[src/rtl/core/mclp_pkg.sv]
// ----------------------------------------------------------------------------
// mclp_pkg
// Request kinds and fixed field widths shared by the LED PWM block.
// ----------------------------------------------------------------------------
package mclp_pkg;

  localparam int unsigned KindW    = 2;
  localparam int unsigned IndexW   = 4;
  localparam int unsigned LevelW   = 8;
  localparam int unsigned PatternW = 16;
  localparam int unsigned InDataW  = 16;
  localparam int unsigned OutDataW = 16;

  typedef enum logic [KindW-1:0] {
    KindTick = 2'd0,
    KindSet  = 2'd1,
    KindSync = 2'd2
  } kind_e;

  typedef logic [LevelW-1:0]   level_t;
  typedef logic [PatternW-1:0] pattern_t;

endpackage

[src/rtl/core/multi_channel_led_pwm.sv]
// ----------------------------------------------------------------------------
// multi_channel_led_pwm
// Multi-channel LED PWM with staged and active off-time levels.
// ----------------------------------------------------------------------------
// Each request passes an input register and a result register, so a request is
// accepted every cycle unless a result not yet taken stalls it; its result is
// presented on the master side from the result register and held there
// until taken. Set requests write a staged level to one LED or to all LEDs;
// a sync request arms a copy of the staged levels into the active levels at
// the next frame boundary. A tick request compares every active level with
// the step counter in parallel and returns the lit pattern; the frame runs
// through steps 0 to STEPS-2, and frame_start marks step 0. Level 0 is always
// on, level STEPS-1 and above always off. Every request gives exactly one
// result; set and sync return an all-dark pattern.
// ----------------------------------------------------------------------------
module multi_channel_led_pwm #(
  parameter int unsigned LED_COUNT = 16,
  parameter int unsigned STEPS     = 256
) (
  input  logic                           clk_i,
  input  logic                           rst_ni,
  input  logic                           s_axis_tvalid_i,
  output logic                           s_axis_tready_o,
  // led_index [3:0], broadcast [4], level [12:5], zero [15:13]
  input  logic [mclp_pkg::InDataW-1:0]   s_axis_tdata_i,
  // kind [1:0]
  input  logic [mclp_pkg::KindW-1:0]     s_axis_tuser_i,
  output logic                           m_axis_tvalid_o,
  input  logic                           m_axis_tready_i,
  // led_pattern [15:0]
  output logic [mclp_pkg::OutDataW-1:0]  m_axis_tdata_o,
  // frame_start [0]
  output logic                           m_axis_tuser_o
);
  import mclp_pkg::*;

  localparam int unsigned StepW    = LevelW;
  localparam int unsigned PatLeds  = (LED_COUNT < PatternW) ? LED_COUNT : PatternW;
  localparam logic [StepW-1:0] OffLevel = StepW'(STEPS - 1);

  logic                 s1_valid_q;
  logic [KindW-1:0]     s1_kind_q;
  logic [IndexW-1:0]    s1_index_q;
  logic                 s1_all_q;
  level_t               s1_level_q;
  logic                 s1_adv;
  logic                 in_acc;

  level_t               staged_q [LED_COUNT];
  level_t               active_q [LED_COUNT];
  level_t               eff_level [LED_COUNT];
  logic [StepW-1:0]     step_q;
  logic [StepW-1:0]     step_d;
  logic [StepW:0]       step_inc;
  logic                 pend_q;

  logic                 is_tick;
  logic                 is_set;
  logic                 is_sync;
  logic                 at_frame;
  logic                 commit;
  pattern_t             pattern_d;

  logic                 out_valid_q;
  pattern_t             out_pattern_q;
  logic                 out_fstart_q;

  assign s1_adv          = s1_valid_q && (!out_valid_q || m_axis_tready_i);
  assign s_axis_tready_o = !s1_valid_q || s1_adv;
  assign in_acc          = s_axis_tvalid_i && s_axis_tready_o;

  always_ff @(posedge clk_i or negedge rst_ni) begin
    if (!rst_ni) begin
      s1_valid_q <= 1'b0;
    end else if (s_axis_tready_o) begin
      s1_valid_q <= s_axis_tvalid_i;
    end
  end

  always_ff @(posedge clk_i) begin
    if (in_acc) begin
      s1_kind_q  <= s_axis_tuser_i;
      s1_index_q <= s_axis_tdata_i[IndexW-1:0];
      s1_all_q   <= s_axis_tdata_i[IndexW];
      s1_level_q <= s_axis_tdata_i[IndexW+1 +: LevelW];
    end
  end

  always_comb begin
    is_tick = 1'b0;
    is_set  = 1'b0;
    is_sync = 1'b0;
    case (kind_e'(s1_kind_q))
      KindTick: is_tick = 1'b1;
      KindSet:  is_set  = 1'b1;
      KindSync: is_sync = 1'b1;
      default:  ;
    endcase
  end

  assign at_frame = is_tick && (step_q == '0);
  assign commit   = at_frame && pend_q;
  assign step_inc = {1'b0, step_q} + (StepW+1)'(1);
  assign step_d   = (step_inc >= {1'b0, OffLevel}) ? '0 : step_inc[StepW-1:0];

  always_comb begin
    for (int i = 0; i < LED_COUNT; i++) begin
      eff_level[i] = commit ? staged_q[i] : active_q[i];
    end
    pattern_d = '0;
    for (int i = 0; i < PatLeds; i++) begin
      pattern_d[i] = is_tick && (eff_level[i] < OffLevel) && (step_q >= eff_level[i]);
    end
  end

  always_ff @(posedge clk_i or negedge rst_ni) begin
    if (!rst_ni) begin
      for (int i = 0; i < LED_COUNT; i++) begin
        staged_q[i] <= OffLevel;
        active_q[i] <= OffLevel;
      end
      step_q <= '0;
      pend_q <= 1'b0;
    end else if (s1_adv) begin
      if (is_tick) begin
        step_q <= step_d;
      end
      if (commit) begin
        for (int i = 0; i < LED_COUNT; i++) begin
          active_q[i] <= staged_q[i];
        end
        pend_q <= 1'b0;
      end else if (is_sync) begin
        pend_q <= 1'b1;
      end
      if (is_set) begin
        for (int i = 0; i < LED_COUNT; i++) begin
          if (s1_all_q || (32'(s1_index_q) == i)) begin
            staged_q[i] <= s1_level_q;
          end
        end
      end
    end
  end

  always_ff @(posedge clk_i or negedge rst_ni) begin
    if (!rst_ni) begin
      out_valid_q <= 1'b0;
    end else if (s1_adv) begin
      out_valid_q <= 1'b1;
    end else if (m_axis_tready_i) begin
      out_valid_q <= 1'b0;
    end
  end

  always_ff @(posedge clk_i) begin
    if (s1_adv) begin
      out_pattern_q <= pattern_d;
      out_fstart_q  <= at_frame;
    end
  end

  assign m_axis_tvalid_o = out_valid_q;
  assign m_axis_tdata_o  = OutDataW'(out_pattern_q);
  assign m_axis_tuser_o  = out_fstart_q;

  a_step_range: assert property (@(posedge clk_i) disable iff (!rst_ni)
    step_q < OffLevel)
    else $error("step counter left the frame");

  a_commit_clears: assert property (@(posedge clk_i) disable iff (!rst_ni)
    (s1_adv && at_frame) |=> !pend_q)
    else $error("commit left pending set");

  a_frame_flag: assert property (@(posedge clk_i) disable iff (!rst_ni)
    (s1_adv && at_frame) |=> (m_axis_tvalid_o && m_axis_tuser_o))
    else $error("frame start not reported");

  a_dark_non_tick: assert property (@(posedge clk_i) disable iff (!rst_ni)
    (s1_adv && !is_tick) |=> (m_axis_tdata_o == '0 && !m_axis_tuser_o))
    else $error("non-tick request lit LEDs");

endmodule
[config.mk]
export PLATFORM = sky130hd
export DESIGN_NAME = multi_channel_led_pwm
export DESIGN_NICKNAME = d
export VERILOG_FILES = /design/src/rtl/core/mclp_pkg.sv /design/src/rtl/core/multi_channel_led_pwm.sv
export SDC_FILE = /design/constraint.sdc
export NUM_CORES = 1
export LEC_CHECK = 0
export BUFFER_PORTS_ARGS = -buffer_cell sky130_fd_sc_hd__buf_4
export CORE_MARGIN = 5
export CORE_UTILIZATION = 35
export CTS_BUF_LIST = sky130_fd_sc_hd__clkbuf_8
export DETAILED_ROUTE_END_ITERATION = 12
export PLACE_DENSITY = 0.48
export SKIP_CTS_REPAIR_TIMING = 1
export SLEW_MARGIN = 20
export SYNTH_ARGS = -nofsm -noshare
export SYNTH_HDL_FRONTEND = slang
export SYNTH_SLANG_ARGS = --single-unit
[constraint.sdc]
create_clock -name clk_i -period 10.1 [get_ports clk_i]
set_input_delay 0 -clock clk_i [delete_from_list [all_inputs] [get_ports clk_i]]
set_output_delay 0 -clock clk_i [all_outputs]
set_load 0.005 [all_outputs]
==> summary.md <==
The number of port buffers is 37, and the number of cells produced by synthesis is 1233. For this design, the slowest cell found on the critical path is sky130_fd_sc_hd__buf_4. The detailed-route wire length is 40960 um, and the leftover overflow at the end of global routing is 0. The initial antenna violation count is 1, and the vertical die dimension is 225.9 um.

The post-route antenna net violation count is 0. For the number of slew-limit violations in the final report, the log shows 0. For this run, the detailed router's first-pass iteration total came to 6.

The detailed router placed 10359 vias in this run. The finished layout holds 1974 standard cells, fillers aside. TritonCTS built the clock tree. The flow ran to the end, and the final reports show no timing, DRC or antenna violations.

On the worst path, the slowest cell contributes a delay of 0.84 ns. The run gives 0.1617 as the all-layer global routing usage. The start point of the critical path is step_q[1]$_DFFE_PN0P_.

By instance count, the leading cell after synthesis is sky130_fd_sc_hd__dfstp_2. The tools report the end of the worst register-to-register path as m_axis_tdata_o[0]$_DFFE_PP_. Top flip-flop cell by instance count after synthesis: sky130_fd_sc_hd__dfstp_2. The starting density of the core was 0.3519; the fmax was 225.3 MHz. The transition time at the pin with the least slew margin works out to 1.073 ns. The clock passes through at most 3 buffers. The first routing iteration left 441 violations. The detailed-placement wirelength estimate came out at 24260 um. In this run the register-to-register setup slack is 5.66 ns.

The post-synthesis cell type with the largest combined area is sky130_fd_sc_hd__dfstp_2. The tools report the end point of the critical path as m_axis_tdata_o[0]$_DFFE_PP_. The post-synthesis sequential area ratio came out at 0.4880. The critical path is of the register to register type.

The logs give 3.648 mW for the total power draw and 8.181 nW for the leakage power total. The library cell used as clock root buffer is sky130_fd_sc_hd__clkbuf_8. In this run the horizontal extent of the chip is 225.9 um. Setup repair after global routing left no endpoint under its margin. Net count of the mapped netlist: 1386.

Hold violation count in the final report: 0. In this run the worst path has a maximum fanout of 62. The logs give 0.04636 mm^2 for the area of the core and 10960 for the number of global-route vias before repair.

The worst setup path is captured at a register. From synthesis to final layout, the design area changed by 13.64%. For the worst hold margin, the log shows 0.09856 ns. Sorting the synthesized cells by area gives the leading types as sky130_fd_sc_hd__dfstp_2 (41%), sky130_fd_sc_hd__mux2_2 (12%), sky130_fd_sc_hd__ha_1 (10%), sky130_fd_sc_hd__mux2_1 (6.9%), sky130_fd_sc_hd__mux2i_1 (6.9%). At the end of routability-driven placement, the weighted congestion stood at 0.7593. The worst slew margin relative to its limit came out at 0.2798. Clock latency at the later pin of the worst-skew pair: 0.62 ns. In this run the number of H-tree levels came out at 2.

Entering global routing, the biggest net connects 120 pins. By count the netlist is led by sky130_fd_sc_hd__dfstp_2 (256), sky130_fd_sc_hd__mux2_2 (172), sky130_fd_sc_hd__ha_1 (131). The repair_antennas step left the layout with diodes totalling 0. The required time of the critical path came out at 10.44 ns. The critical path goes through buf_4, inv_1, ha_1, nand3_1, nor3_2, nand2_8, buf_4, mux2_2, ha_1, nand2b_1, a21o_1, a21oi_1, o21ai_0, a21oi_1, a2111oi_0. Worst IR drop on VDD: 0.00009483 V. Using the TritonRoute via totals, the vias-per-cell ratio works out to 5.248. The top-level I/O count came out at 41. The startpoint of the lowest-slack register-to-register path is step_q[1]$_DFFE_PN0P_.

Setup violations remaining at the end of the flow were counted as 0. After floorplanning, the core was divided into 79 placement rows. The proportion of layout cells with a drive suffix above 1 was 0.4199; the post-synthesis instance area was 0.01632 mm^2.

The async set-or-reset flop fraction in the synthesized netlist works out to 0.8930. Once placement completed, the tool counted placed cells totaling 1853. The tools report the reported max-cap violation count as 0.

DRC violation count after routing: 0. The clock transition at the registers of the reported paths was 0.06 ns; the arrival time of the worst setup path was 4.77 ns. In this run, distinct cell masters in the synthesized netlist total 45.

The register bit total from synthesis came out at 299. Averaged over all synthesized cells, the footprint is 13.23 um^2. The portion of synthesized cell area occupied by the leading cell type is 0.4123. In this run the power density over the cells is 196.8 mW/mm^2.

The number of synthesized flops with an enable pin was 32. The depth of the worst register-to-register path works out to 15. For this design, the sink count on the clock tree is 299.

The type of element launching the critical path is a register. The total CTS buffers was 56. The worst clock skew was 0.01682 ns; the final worst-path cycle share was 0.4394. The tools report the wire length of the first global-routing pass as 64040 um. For this run, the number of Yosys warnings is 0. The minimum clock period works out to 4.438 ns. The fill cell total of the finished layout came out at 4411. Path type of the worst min-delay path: primary input to register. The final layout contains 1476 nets.

The setup TNS was 0 ns. The die covers 0.05103 mm^2. In the final routed layout, each cell accounts on average for 20.75 um.
## area by class of cell
| class | instances | area (um^2) | area share |
|---|---|---|---|
| Timing Repair Buffer | 78 | 644.4 | 0.03475 |
| Sequential cell | 299 | 7963 | 0.4294 |
| Multi-Input combinational cell | 881 | 8010 | 0.4320 |
| Clock buffer | 72 | 991.0 | 0.05344 |
| Clock inverter | 30 | 147.6 | 0.007963 |
| Inverter | 7 | 26.28 | 0.001417 |
| Tap cell | 607 | 759.5 | 0.04096 |
## metrics by stage
stage	setup slack, ns	utilization	cell area [um^2]
floorplan	6.838	-	16320
global placement	5.556	0.3711	17210
detailed placement	5.567	0.3711	17210
CTS	5.563	0.3957	18340
global route	5.382	0.4000	18540
finish	5.662	0.4000	18540
## sequential cells by signal (all words and copies together), names as in the netlist
register / flops
m_axis_tvalid_o: 1
step_q: 8
active_q: 128
s1_all_q: 1
m_axis_tdata_o: 16
s1_level_q: 8
s1_index_q: 4
m_axis_tuser_o: 1
pend_q: 1
staged_q: 128
s1_valid_q: 1
s1_kind_q: 2
## where the power goes
group | internal (mW) | switching (mW) | total (mW)
registers | 1.52 | 0.179 | 1.70
logic | 0.357 | 0.416 | 0.774
clock network | 0.660 | 0.517 | 1.18
total | 2.54 | 1.11 | 3.65
## critical path, delay by kind of cell, from the launching register on
family                     cells  cell delay, ns
adders and majority gates      2            0.47
muxes                          1            0.42
DFF                            1            0.32
and+or+nand+nor                4            0.62
buffers and inverters          3            1.33
AOI/OAI and AO/OA              5            0.92
## cells by family (layout without fill, tap and decap cells)
group | count (synthesis) | after routing | synth area share
buf+inv | 53 | 187 | 0.02209
flops | 299 | 299 | 0.4880
fa+ha+maj | 131 | 131 | 0.1005
simple gates | 200 | 200 | 0.06925
compound gates | 166 | 166 | 0.06373
mux | 384 | 384 | 0.2564
## layout by cell type (no fill, tap or decap), types with 3 or more instances in the layout
cell                            count
sky130_fd_sc_hd__a21oi_1           54
sky130_fd_sc_hd__o22ai_1            3
sky130_fd_sc_hd__buf_4             57
sky130_fd_sc_hd__dlygate4sd3_1     19
sky130_fd_sc_hd__mux2_2           172
sky130_fd_sc_hd__a21o_1            48
sky130_fd_sc_hd__o21ai_0           19
sky130_fd_sc_hd__nand4_1           82
sky130_fd_sc_hd__a31oi_1            3
sky130_fd_sc_hd__clkbuf_8          72
sky130_fd_sc_hd__dfstp_2          256
sky130_fd_sc_hd__nand2b_1          27
sky130_fd_sc_hd__and3_1             4
sky130_fd_sc_hd__nand3_1            6
sky130_fd_sc_hd__ha_1             131
sky130_fd_sc_hd__mux2i_1          112
sky130_fd_sc_hd__inv_1             29
sky130_fd_sc_hd__nand2_1           15
sky130_fd_sc_hd__mux2_1           100
sky130_fd_sc_hd__dfrtp_1           11
sky130_fd_sc_hd__nor3_1            23
sky130_fd_sc_hd__nor2_1            28
sky130_fd_sc_hd__o21ai_1           15
sky130_fd_sc_hd__clkinv_2           7
sky130_fd_sc_hd__edfxtp_1          32
sky130_fd_sc_hd__a2111oi_0         16
## worst min path at each step
stage,to,startpoint,cells after the start,slack [ns]
detailed placement,s1_level_q[6]$_DFFE_PP_,s_axis_tdata_i[11],1,0.18
global placement,s1_level_q[5]$_DFFE_PP_,s_axis_tdata_i[10],1,0.18
finish,s1_level_q[1]$_DFFE_PP_,s_axis_tdata_i[6],2,0.1
CTS,s1_level_q[6]$_DFFE_PP_,s_axis_tdata_i[11],1,-0.51
floorplan,m_axis_tvalid_o$_DFFE_PN0P_,rst_ni,0,-0.30
global route,s1_level_q[1]$_DFFE_PP_,s_axis_tdata_i[6],2,0.07
## layer usage
metal / GRT usage / part of all wire
met2: 0.2799 / 0.49
met3: 0.02587 / 0.031
met5: 0 / 0
met4: 0.05349 / 0.028
met1: 0.2070 / 0.45
Power figures use the tool's default switching activity.
